==> src/rtl/bmpblit_pkg.sv <==
// ----------------------------------------------------------------------------
// bmpblit_pkg
// Shared types and constants of the 4-bit BMP to frame buffer blitter.
// ----------------------------------------------------------------------------
`default_nettype none

package bmpblit_pkg;

   typedef enum logic [7:0] {
      CSR_DEST_X        = 8'd0,
      CSR_DEST_Y        = 8'd1,
      CSR_WINDOW_WIDTH  = 8'd2,
      CSR_WINDOW_HEIGHT = 8'd3
   } csr_index_type;

   localparam logic [31:0] OFFSET_FIRST_POS = 32'd10;
   localparam logic [31:0] OFFSET_LAST_POS  = 32'd13;
   localparam logic [31:0] HEADER_MIN       = 32'd14;
   localparam logic [31:0] POSITION_MAX     = 32'hFFFF_FFFF;

   localparam logic [8:0] DEST_X_RESET        = 9'd0;
   localparam logic [7:0] DEST_Y_RESET        = 8'd0;
   localparam logic [8:0] WINDOW_WIDTH_RESET  = 9'd320;
   localparam logic [7:0] WINDOW_HEIGHT_RESET = 8'd240;

endpackage

`default_nettype wire

==> src/rtl/bmp_to_framebuffer_blit.sv <==
// ----------------------------------------------------------------------------
// bmp_to_framebuffer_blit
// Turns a 4-bit-per-pixel BMP byte stream into inverted, row-flipped frame
// buffer writes placed at a programmable window.
//
//   channel  direction  word                          handshake
//   req      in         file byte, tuser first flag   req_tvalid / req_tready
//   rsp      out        address, pixel pair, tlast    rsp_tvalid / rsp_tready
//   csr      in         register index and data       csr_valid / csr_ready
//
// One word is taken per cycle while rsp is not stalled. A pixel byte passes
// through the counter stage, then the address multiply and bound compare, to rsp.
// The reset is synchronous and loads the register defaults; it also acts as
// the start of a file. A stall on rsp backs up through both stages to req.
// ----------------------------------------------------------------------------
`default_nettype none

module bmp_to_framebuffer_blit #(
   parameter int SCREEN_WIDTH  = 320,
   parameter int SCREEN_HEIGHT = 240
) (
   input  wire logic        clock,
   input  wire logic        reset,
   input  wire logic        req_tvalid,
   output logic             req_tready,
   input  wire logic [7:0]  req_tdata,   // [7:0] file_byte
   input  wire logic [0:0]  req_tuser,   // [0] first_of_file
   output logic             rsp_tvalid,
   input  wire logic        rsp_tready,
   output logic [23:0]      rsp_tdata,   // [15:0] fb_address, [23:16] pixel_pair
   output logic             rsp_tlast,   // last_write
   input  wire logic        csr_valid,
   output logic             csr_ready,
   input  wire logic [7:0]  csr_index,
   input  wire logic [8:0]  csr_data
);

   import bmpblit_pkg::*;

   localparam int HALF_WIDTH = SCREEN_WIDTH / 2;
   localparam int LIMIT      = HALF_WIDTH * SCREEN_HEIGHT;
   localparam int MAX_ADDR   = 509 * HALF_WIDTH + 510;
   localparam int BITS_ADDR  = $clog2(MAX_ADDR + 1);
   localparam int BITS_LIMIT = $clog2(LIMIT + 1);
   localparam int BITS_BOTH  = (BITS_ADDR > BITS_LIMIT) ? BITS_ADDR : BITS_LIMIT;
   localparam int ADDR_W     = (BITS_BOTH > 16) ? BITS_BOTH : 16;

   logic [8:0]  dest_x_ff;
   logic [7:0]  dest_y_ff;
   logic [8:0]  window_width_ff;
   logic [7:0]  window_height_ff;

   logic [31:0] byte_position_ff, byte_position_in;
   logic [31:0] data_offset_ff, data_offset_in;
   logic [7:0]  column_count_ff, column_count_in;
   logic [7:0]  row_count_ff, row_count_in;
   logic        window_done_ff, window_done_in;

   logic        s1_valid_ff;
   logic [8:0]  s1_row_ff;
   logic [8:0]  s1_col_ff;
   logic [7:0]  s1_pixel_ff;
   logic        s1_last_ff;

   logic        out_valid_ff;
   logic [15:0] out_addr_ff;
   logic [7:0]  out_pixel_ff;
   logic        out_last_ff;

   logic        req_accept;
   logic        s1_advance;
   logic        out_advance;

   logic        first;
   logic [31:0] pos;
   logic [31:0] offset_cur;
   logic [31:0] start;
   logic [7:0]  column_cur;
   logic [7:0]  row_cur;
   logic        done_cur;
   logic [7:0]  bytes_per_row;
   logic        emit;
   logic        wrap;
   logic [8:0]  row_next;
   logic        last;
   logic [8:0]  row_dst;
   logic [8:0]  col_dst;

   logic [ADDR_W-1:0] addr;
   logic              in_range;

   assign csr_ready = 1'b1;

   always_ff @(posedge clock) begin
      if (reset) begin
         dest_x_ff        <= DEST_X_RESET;
         dest_y_ff        <= DEST_Y_RESET;
         window_width_ff  <= WINDOW_WIDTH_RESET;
         window_height_ff <= WINDOW_HEIGHT_RESET;
      end else if (csr_valid) begin
         unique case (csr_index_type'(csr_index))
            CSR_DEST_X:        dest_x_ff        <= csr_data;
            CSR_DEST_Y:        dest_y_ff        <= csr_data[7:0];
            CSR_WINDOW_WIDTH:  window_width_ff  <= csr_data;
            CSR_WINDOW_HEIGHT: window_height_ff <= csr_data[7:0];
            default: ;
         endcase
      end
   end

   assign out_advance = !out_valid_ff || rsp_tready;
   assign s1_advance  = !s1_valid_ff || out_advance;
   assign req_tready  = s1_advance;
   assign req_accept  = req_tvalid && req_tready;

   always_comb begin
      first      = req_tuser[0];
      pos        = first ? '0 : byte_position_ff;
      offset_cur = first ? '0 : data_offset_ff;
      column_cur = first ? '0 : column_count_ff;
      row_cur    = first ? '0 : row_count_ff;
      done_cur   = first ? 1'b0 : window_done_ff;

      byte_position_in = (pos == POSITION_MAX) ? pos : pos + 32'd1;
      start            = (offset_cur < HEADER_MIN) ? HEADER_MIN : offset_cur;
      bytes_per_row    = window_width_ff[8:1];

      data_offset_in  = offset_cur;
      column_count_in = column_cur;
      row_count_in    = row_cur;
      window_done_in  = done_cur;
      emit            = 1'b0;
      wrap            = ({1'b0, column_cur} + 9'd1) >= {1'b0, bytes_per_row};
      row_next        = {1'b0, row_cur} + {8'd0, wrap};
      last            = row_next >= {1'b0, window_height_ff};
      row_dst         = {1'b0, dest_y_ff} + {1'b0, window_height_ff}
                        - 9'd1 - {1'b0, row_cur};
      col_dst         = {1'b0, dest_x_ff[8:1]} + {1'b0, column_cur};

      if (pos >= OFFSET_FIRST_POS && pos <= OFFSET_LAST_POS) begin
         case (pos[1:0])
            2'b10: data_offset_in[7:0]   = req_tdata;
            2'b11: data_offset_in[15:8]  = req_tdata;
            2'b00: data_offset_in[23:16] = req_tdata;
            2'b01: data_offset_in[31:24] = req_tdata;
            default: ;
         endcase
      end else if (pos >= start && !done_cur) begin
         if (bytes_per_row == 8'd0 || window_height_ff == 8'd0 ||
             row_cur >= window_height_ff) begin
            window_done_in = 1'b1;
         end else begin
            column_count_in = wrap ? 8'd0 : column_cur + 8'd1;
            row_count_in    = row_next[7:0];
            if (last) begin
               window_done_in = 1'b1;
            end
            emit = 1'b1;
         end
      end
   end

   always_ff @(posedge clock) begin
      if (reset) begin
         byte_position_ff <= '0;
         data_offset_ff   <= '0;
         column_count_ff  <= '0;
         row_count_ff     <= '0;
         window_done_ff   <= 1'b0;
      end else if (req_accept) begin
         byte_position_ff <= byte_position_in;
         data_offset_ff   <= data_offset_in;
         column_count_ff  <= column_count_in;
         row_count_ff     <= row_count_in;
         window_done_ff   <= window_done_in;
      end
   end

   always_ff @(posedge clock) begin
      if (reset) begin
         s1_valid_ff <= 1'b0;
      end else if (s1_advance) begin
         s1_valid_ff <= req_accept && emit;
      end
   end

   always_ff @(posedge clock) begin
      if (s1_advance) begin
         s1_row_ff   <= row_dst;
         s1_col_ff   <= col_dst;
         s1_pixel_ff <= ~req_tdata;
         s1_last_ff  <= last;
      end
   end

   assign addr     = ADDR_W'(s1_row_ff) * ADDR_W'(HALF_WIDTH) + ADDR_W'(s1_col_ff);
   assign in_range = addr < ADDR_W'(LIMIT);

   always_ff @(posedge clock) begin
      if (reset) begin
         out_valid_ff <= 1'b0;
      end else if (out_advance) begin
         out_valid_ff <= s1_valid_ff && in_range;
      end
   end

   always_ff @(posedge clock) begin
      if (out_advance) begin
         out_addr_ff  <= addr[15:0];
         out_pixel_ff <= s1_pixel_ff;
         out_last_ff  <= s1_last_ff;
      end
   end

   assign rsp_tvalid = out_valid_ff;
   assign rsp_tdata  = {out_pixel_ff, out_addr_ff};
   assign rsp_tlast  = out_last_ff;

endmodule

`default_nettype wire

==> config.mk <==
export PLATFORM = sky130hd
export DESIGN_NAME = bmp_to_framebuffer_blit
export DESIGN_NICKNAME = d
export VERILOG_FILES = /design/src/rtl/bmpblit_pkg.sv /design/src/rtl/bmp_to_framebuffer_blit.sv
export SDC_FILE = /design/constraint.sdc
export NUM_CORES = 1
export LEC_CHECK = 0
export ABC_CLOCK_PERIOD_IN_PS = 8050
export BUFFER_PORTS_ARGS = -buffer_cell sky130_fd_sc_hd__buf_2
export CAP_MARGIN = 10
export CORE_MARGIN = 2
export CORE_UTILIZATION = 62
export CTS_BUF_LIST = sky130_fd_sc_hd__clkbuf_4 sky130_fd_sc_hd__clkbuf_8
export CTS_CLUSTER_SIZE = 28
export DETAILED_ROUTE_END_ITERATION = 10
export GPL_ROUTABILITY_DRIVEN = 0
export MAX_ROUTING_LAYER = met4
export PLACE_DENSITY_LB_ADDON = 0.15
export SYNTH_ARGS = -nofsm -noshare
export SYNTH_HDL_FRONTEND = slang
export SYNTH_SLANG_ARGS = --single-unit
==> constraint.sdc <==
create_clock -name clock -period 8.05 [get_ports clock]
set_clock_uncertainty 0.05 [all_clocks]
set_input_delay 1.61 -clock clock [delete_from_list [all_inputs] [get_ports clock]]
set_output_delay 1.61 -clock clock [all_outputs]
set_load 0.005 [all_outputs]
# Word level (Yosys, flattened, before mapping)

Index checks and enable logic that the tools add are counted.
Widths: inputs -> output; s select.

Register bits after elaboration: 169
Input bits: 31
Word-level logic and storage cells: 90

$add $sub $neg: 9
Multiply operators: 1
$lt $le $gt $ge: 8
Eq/ne operators: 7
Muxes and demuxes: 26
Bitwise operators: 1
Reduce and logical (&&, ||, !) cells: 20

Operators by type and width:

| cell                  | count |
|---|---|
| $mux 32               | 5 |
| $mux 8                | 13 |
| $add 32x1->32 const B | 1 |
| $eq 32x32->1 const B  | 1 |
| $ge 32x32->1          | 1 |
| $ge 32x4->1 const B   | 1 |
| $le 32x4->1 const B   | 1 |
| $lt 32x4->1 const B   | 1 |
| $logic_not 8->1       | 3 |
| $add 8x8->9           | 2 |
| $ge 9x8->1            | 2 |
| $add 17x9->17         | 1 |
| $lt 17x16->1 const B  | 1 |
| $eq 8x2->1 const B    | 2 |
| $mul 9x3->12 const B  | 1 |
| $add 8x1->9           | 1 |
| $add 8x1->9 const B   | 1 |
| $sub 9x1->9 const B   | 1 |
| $sub 9x8->9           | 1 |
| $add 8x1->8 const B   | 1 |
| $eq 8x1->1 const B    | 1 |
| $ge 8x8->1            | 1 |
| $mux 1                | 8 |
| $not 8->8             | 1 |
| other kinds (7)       | 20 |

# Longest topological paths before layout

Gate-level depths: netlist (run 1).

Depth after elaboration: 9
Depth in mapped cells: 25
Mapped depth without buffers: 21

# Least setup slack after synthesis (run 1)

Ideal clock, no wire load.

Path type: input -> register
Start: in req_tuser
End: reg window_done_ff
Arrival: 5,973 ps
Path slack: 1,910 ps
Cell stages on the path: 23
Cells stage by stage: buf_2 buf_2 clkbuf_1 clkbuf_1 nor2b_1 ha_1 nand3_1 nor2_1 xor2_1 ha_1 o2111ai_1 nor2_1 a21oi_1 nand2_1 ha_1 ha_1 ha_1 a21o_1 a21o_1 a211oi_1 o21ai_0 a21o_1 a32o_1

Cells in the longest elaborated chain, start to end: 9

Ends and longest elaborated chain:

| what                   | RTL line                       | source |
|---|---|---|
| start: declaration     | bmp_to_framebuffer_blit.sv:27  | `input wire logic [0:0] req_tuser,` |
| $mux 8                 | bmp_to_framebuffer_blit.sv:120 | `column_cur = first ? '0 : column_count_ff;` |
| $add 8x1->9            | bmp_to_framebuffer_blit.sv:133 | `wrap = ({1'b0, column_cur} + 9'd1) >= {1'b0, bytes_per_row};` |
| $ge 9x8->1             | bmp_to_framebuffer_blit.sv:133 |  |
| $add 8x1->9            | bmp_to_framebuffer_blit.sv:134 | `row_next = {1'b0, row_cur} + {8'd0, wrap};` |
| $ge 9x8->1             | bmp_to_framebuffer_blit.sv:135 | `last = row_next >= {1'b0, window_height_ff};` |
| $mux 1                 | bmp_to_framebuffer_blit.sv:155 | `if (last) begin` |
| $mux 1                 | bmp_to_framebuffer_blit.sv:149 | `if (bytes_per_row == 8'd0 \|\| window_height_ff == 8'd0 \|\|` |
| $mux 1                 | bmp_to_framebuffer_blit.sv:148 | `end else if (pos >= start && !done_cur) begin` |
| $mux 1 *               | bmp_to_framebuffer_blit.sv:140 | `if (pos >= OFFSET_FIRST_POS && pos <= OFFSET_LAST_POS) begin` |
| end signal: assignment | bmp_to_framebuffer_blit.sv:175 | `window_done_ff <= window_done_in;` |
| end: declaration       | bmp_to_framebuffer_blit.sv:57  | `logic window_done_ff, window_done_in;` |

Every way passes the cells marked *; elsewhere a longest branch is shown, timed or not.
A chain may end at the register's enable or synchronous reset.

# Final worst setup path (run 1)

Ends and elaborated chain as after synthesis.

==> impl_metrics.yaml, run 1 <==
status:
  status: "finished clean"
layout:
  n_antenna_cell: 0
  layout_common_cells: "nor2_1, nand2_1, dfxtp_1, ha_1, inv_1"
  drive_gt1_frac: 0.0931
  layout.nets: 1296
  syn_to_final_growth_pct: 8.43
  mostFrequentLayoutCell: "nor2_1"
  final_util: 0.688
placement:
  place_hpwl_um: 17000
  io_buffers: 57
cts:
  clk_latency_ns: 0.46
  cts-resized-gates: 0
  ctsHoldBuffers: 0
  cts_tree: "built"
  cts.sinks: 167
  clk_path_buf_depth: 2
  numCtsBuffers: 17
  clk_pin_slew_ns: 0.10
  htree_levels: 4
  clock-root-buffer: "clkbuf_8"
  cts_setup_buffers: 0
min_path:
  hp-class: "flip-flop to flip-flop"
power:
  pwr-share-comb: 0.050
  powerDensity_nw_per_um2: 145
  clkPwrFrac: 0.397
  p_int_uw: 1160
  switching_share: 0.266
  vdd_drop_max_uv: 111
  seqPwrFrac: 0.553
  p_leak_uw: 0.00471
  switchingPower_uw: 421
  p_total_uw: 1580
yosys:
  synth_cell_type_count: 70
  synth_edf_count: 52
  async_flop_share: 0
  ys_seq_area_frac: 0.383
  ys_ff_latch: 167
  syn_inst: 1119
  synthesis.area_sq_um: 10100
  ys.flop_type: "dfxtp_1"
  syn-num-nets: 1257
  yosysWarnings: 0
  synth.avg_cell_area_sq_um: 9.01
grt:
  grt.total_usage: 0.283
  antenna_found_initial: 0
  overflow: 0
  grt_max_degree: 71
  grt_pass1_vias: 7846
  grt_pass1_wl_um: 38600
timing:
  fin_setup_tns_ns: 0
  slew_viol_final: 0
  post-route-min-period_ns: 5.74
  rsz0062_at_grt: "no"
  hold_viol_final: 0
  tightestPinTransition_ns: 0.908
  finalCritPeriodShare: 0.713
  relSlewSlack: 0.394
  fmax_mhz: 174
  finalSetupViolations: 0
route:
  vias: 8078
  viasPerCell: 5.82
  first_pass_iters: 5
  drt_iter0_markers: 658
  wl_um: 23200
  drc_errors: 0
  final_antenna_net_count: 0
  wl_per_cell_um: 16.8
die:
  coreArea_sq_um: 15900
  start_util: 0.634
  fp.dieW_um: 131
  die_area_sq_um: 17300
  io_pins: 59
  die_h_um: 131
  rows: 46
worst_setup_path:
  slowest_delay_ns: 0.33
  crit_slowest_cell: "nor2b_1"
  cpMostUsedCell: "ha_1"
  cp.arrival_ns: 6.06
  cp_top_family: "compound AO/OA/AOI/OAI gates"
  cp-start-kind: "input port"
  crit_buf_inv: 1
  critPathMaxFanout: 23
  end_kind: "flip-flop"
  crit_type: "input port to flip-flop"
  cp_cell_sequence: "buf_2 > nor2b_1 > ha_1 > nand3_1 > nor2_1 > xor2_1 > ha_1 > o2111ai_1 > nor2_1 > a21oi_1 > nand2_1 > ha_1 > ha_1 > ha_1 > a21o_1 > a21o_1 > a211oi_1 > o21ai_0 > a21o_1 > a32o_1"
  worstPathRequired_ns: 8.37
job:
  maxCapViolCount: 0
-- logic make-up after synthesis --
group	synth area share
xor gates and xnor gates	0.0547
AOI/OAI and AO/OA	0.119
buffers and inverters	0.0421
DFF	0.383
and+or+nand+nor	0.221
adders and majority gates	0.144
muxes	0.0359
other	0.000372
-- state kept, by name, indices dropped and copies added, names as in the netlist, 8 cells and up --
| name | flops |
|---|---|
| dest_x_ff | 8 |
| row_count_ff | 8 |
| dest_y_ff | 8 |
| s1_col_ff | 9 |
| window_height_ff | 8 |
| out_addr_ff | 16 |
| s1_pixel_ff | 8 |
| byte_position_ff | 32 |
| out_pixel_ff | 8 |
| data_offset_ff | 32 |
| window_width_ff | 8 |
| column_count_ff | 8 |
| s1_row_ff | 9 |
-- power by group through the flow --
stage          logic, uW  registers, uW  clock network, uW
6_report            79.7            876                628
5_1_grt             87.3            877                674
4_1_cts             79.0            876                639
3_5_place_dp        78.6            896                  0
3_3_place_gp        77.3            896                  0
2_1_floorplan       47.4            896                  0
-- stage by stage --
| stage | setup slack [ns] | hold slack, ns | instance area [sq um] | instances |
|---|---|---|---|---|
| after floorplan | 1.91 | 0.350 | 10100 | 1119 |
| after global placement | 1.98 | 0.352 | 10500 | 1355 |
| after detailed placement | 1.85 | 0.357 | 10500 | 1355 |
| after CTS | 2.35 | 0.382 | 10900 | 1387 |
| after global routing | 1.96 | 0.386 | 10900 | 1387 |
| final | 2.31 | 0.379 | 10900 | 1387 |
-- synthesized netlist by cell type (12+ instances only) --
cell / number / share of area
nand3_1: 36 / 0.018
nor2b_1: 46 / 0.029
nand2_1: 120 / 0.045
o21ai_0: 30 / 0.015
xor2_1: 27 / 0.023
mux2i_1: 35 / 0.035
xnor2_1: 36 / 0.031
and3_1: 15 / 0.0093
nor2_1: 127 / 0.047
nor4_1: 16 / 0.0099
a21oi_1: 42 / 0.021
nand4_1: 20 / 0.012
ha_1: 96 / 0.12
inv_1: 67 / 0.025
edfxtp_1: 52 / 0.15
dfxtp_1: 115 / 0.23
clkbuf_1: 38 / 0.014
a22oi_1: 33 / 0.025
nor3_1: 12 / 0.0060
-- worst paths after layout --
kind,slack (ns),from,endpoint,cells after the start
min,0.38,s1_pixel_ff[7],out_pixel_ff[7],0
min reg2reg,0.38,s1_pixel_ff[7],out_pixel_ff[7],0
max,2.31,req_tuser,window_done_ff,20
max reg2reg,3.32,column_count_ff[0],window_done_ff,19
-- metal layers --
layer	up-vias	global-route usage	wire length, um	share of wire
met5	-	-	0	0
met4	0	0.0954	625	0.027
met3	45	0.0432	1150	0.050
met1	3783	0.352	10200	0.44
met2	217	0.474	11300	0.49
li1	4033	-	-	-
-- layout make-up --
class / instances / area [sq um]
clock buffers: 17 / 234
clock inverters: 15 / 181
fillers: 1298 / 4960
inverters: 68 / 255
multi-input cells: 841 / 5790
flip-flops and latches: 167 / 3860
well taps: 216 / 270
repair buffers: 63 / 333
Power figures use the tool's default switching activity.
==> inputs of run 2 (changes only) <==
--- a/config.mk
+++ b/config.mk
@@ -5,7 +5,7 @@
 export SDC_FILE = /design/constraint.sdc
 export NUM_CORES = 1
 export LEC_CHECK = 0
-export ABC_CLOCK_PERIOD_IN_PS = 8050
+export ABC_CLOCK_PERIOD_IN_PS = 5950
 export BUFFER_PORTS_ARGS = -buffer_cell sky130_fd_sc_hd__buf_2
 export CAP_MARGIN = 10
 export CORE_MARGIN = 2
==> constraint.sdc (replaced) <==
create_clock -name clock -period 5.95 [get_ports clock]
set_clock_uncertainty 0.05 [all_clocks]
set_input_delay 1.19 -clock clock [delete_from_list [all_inputs] [get_ports clock]]
set_output_delay 1.19 -clock clock [all_outputs]
set_load 0.005 [all_outputs]
==> run 2 against run 1 <==
Compared with the run above:
- first-iteration DRC count shrank 2.9%
- cell count is 0.14% higher
- critical path depth is the same
- wire length decreased by 0.90%
- sequential share of layout area barely moved
- setup slack worse by 1.6 ns
- via count barely moved
- power grew 35%
- core utilization about the same
- critical path type unchanged
- largest power group unchanged
==> impl_metrics.yaml, run 2 (same netlist as run 1, synthesis figures left out) <==
power:
  vdd_drop_max_uv: 150
  p_total_uw: 2130
  powerDensity_nw_per_um2: 195
  p_leak_uw: 0.00471
die:
  coreArea_sq_um: 15900
  io_pins: 59
  fp.dieW_um: 131
  rows: 46
  die_area_sq_um: 17300
  start_util: 0.634
  die_h_um: 131
layout:
  final_area_sq_um: 10900
  layout_common_cells: "nor2_1, nand2_1, dfxtp_1, ha_1, inv_1"
  n_antenna_cell: 0
  syn_to_final_growth_pct: 8.50
  mostFrequentLayoutCell: "nor2_1"
  nFillCells: 1318
  drive_gt1_frac: 0.0946
  top_regs: "byte_position_ff (32), data_offset_ff (32), out_addr_ff (16)"
  layout.nets: 1298
timing:
  slew_viol_final: 0
  tightestPinTransition_ns: 0.808
  hold_viol_final: 0
  relSlewSlack: 0.461
  post-route-min-period_ns: 5.26
  fin_hold_ws_ns: 0.376
  fin_setup_tns_ns: 0
  rsz0062_at_grt: "no"
  finalCritPeriodShare: 0.884
  fmax_mhz: 190
  finalSetupViolations: 0
status:
  status: "finished clean"
grt:
  grt.total_usage: 0.280
  antenna_found_initial: 0
  grt_max_degree: 71
  grt_pass1_wl_um: 38400
  overflow: 0
  grt_pass1_vias: 7841
route:
  viasPerCell: 5.82
  wl_um: 23000
  first_pass_iters: 6
  final_antenna_net_count: 0
  drc_errors: 0
  vias: 8085
  drt_iter0_markers: 639
  wl_per_cell_um: 16.6
worst_setup_path:
  end_kind: "flip-flop"
  worstPathRequired_ns: 6.25
  reg2reg_depth: 19
  cp.arrival_ns: 5.57
  critPathMaxFanout: 14
  crit_type: "input port to flip-flop"
  cp-start-kind: "input port"
cts:
  clk_pin_slew_ns: 0.10
  cts.sinks: 167
  clk_latency_ns: 0.46
  clk_path_buf_depth: 2
  ctsHoldBuffers: 0
  cts_setup_buffers: 0
  clock-root-buffer: "clkbuf_8"
  htree_levels: 4
  numCtsBuffers: 17
  cts-resized-gates: 0
  cts_tree: "built"
job:
  maxCapViolCount: 0
placement:
  place_hpwl_um: 17000
  io_buffers: 57
  placed_area_sq_um: 10500
min_path:
  hold_depth: 0
  hp-class: "flip-flop to flip-flop"
## run 2: cell count changes in the layout (fill, tap and decap cells not counted)
cell,delta
buf_4,+2
clkinvlp_4,+1
clkinv_8,-2
clkinv_2,-1
inv_8,+2
## run 2: layer usage
layer  routed length [um]  vias to the layer above  global-route usage
met1                 9980                     3815               0.340
li1                     -                     4021                   -
met2                11500                      211               0.481
met4                  501                        0              0.0827
met5                    0                        -                   -
met3                 1020                       38              0.0467
## run 2: cell type report
class / count / area, sq um / share of cell area
multi-input combinational: 841 / 5790 / 0.530
sequential: 167 / 3860 / 0.353
clock inverter: 15 / 174 / 0.0159
timing repair buffer: 65 / 348 / 0.0318
clock buffer: 17 / 234 / 0.0214
tap: 216 / 270 / 0.0247
inverter: 68 / 255 / 0.0233
## run 2: path summary, 6_finish.rpt
kind	slack (ns)	endpoint	from
setup reg to reg	1.18	window_done_ff	column_count_ff[0]
setup / recovery	0.69	window_done_ff	req_tuser
hold / removal	0.38	out_addr_ff[2]	s1_col_ff[2]
hold reg to reg	0.38	out_addr_ff[2]	s1_col_ff[2]
## run 2: worst max-delay path, cell delays in order
cell and delay [ns]:
buf_2 0.20, nor2b_1 0.29, ha_1 0.29, nand3_1 0.17, nor2_1 0.27, xor2_1 0.19
ha_1 0.26, o2111ai_1 0.20, nor2_1 0.07, a21oi_1 0.33, nand2_1 0.17, ha_1 0.25
ha_1 0.33, ha_1 0.28, a21o_1 0.16, a21o_1 0.17, a211oi_1 0.22, o21ai_0 0.16
a21o_1 0.18, a32o_1 0.19
## run 2: metrics by stage
step           std cells  setup slack, ns  utilization
3_5_place_dp        1357            0.207        0.663
4_1_cts             1389            0.712        0.688
5_1_grt             1389            0.296        0.688
6_report            1389            0.689        0.688
3_3_place_gp        1357            0.394        0.663
2_1_floorplan       1119            0.230            -
## run 2: power breakdown
part	leakage, uW	switching [uW]	internal (uW)
registers	0.00148	4.35	1180
logic	0.00302	74.3	34.0
clock network	0.000208	481	359
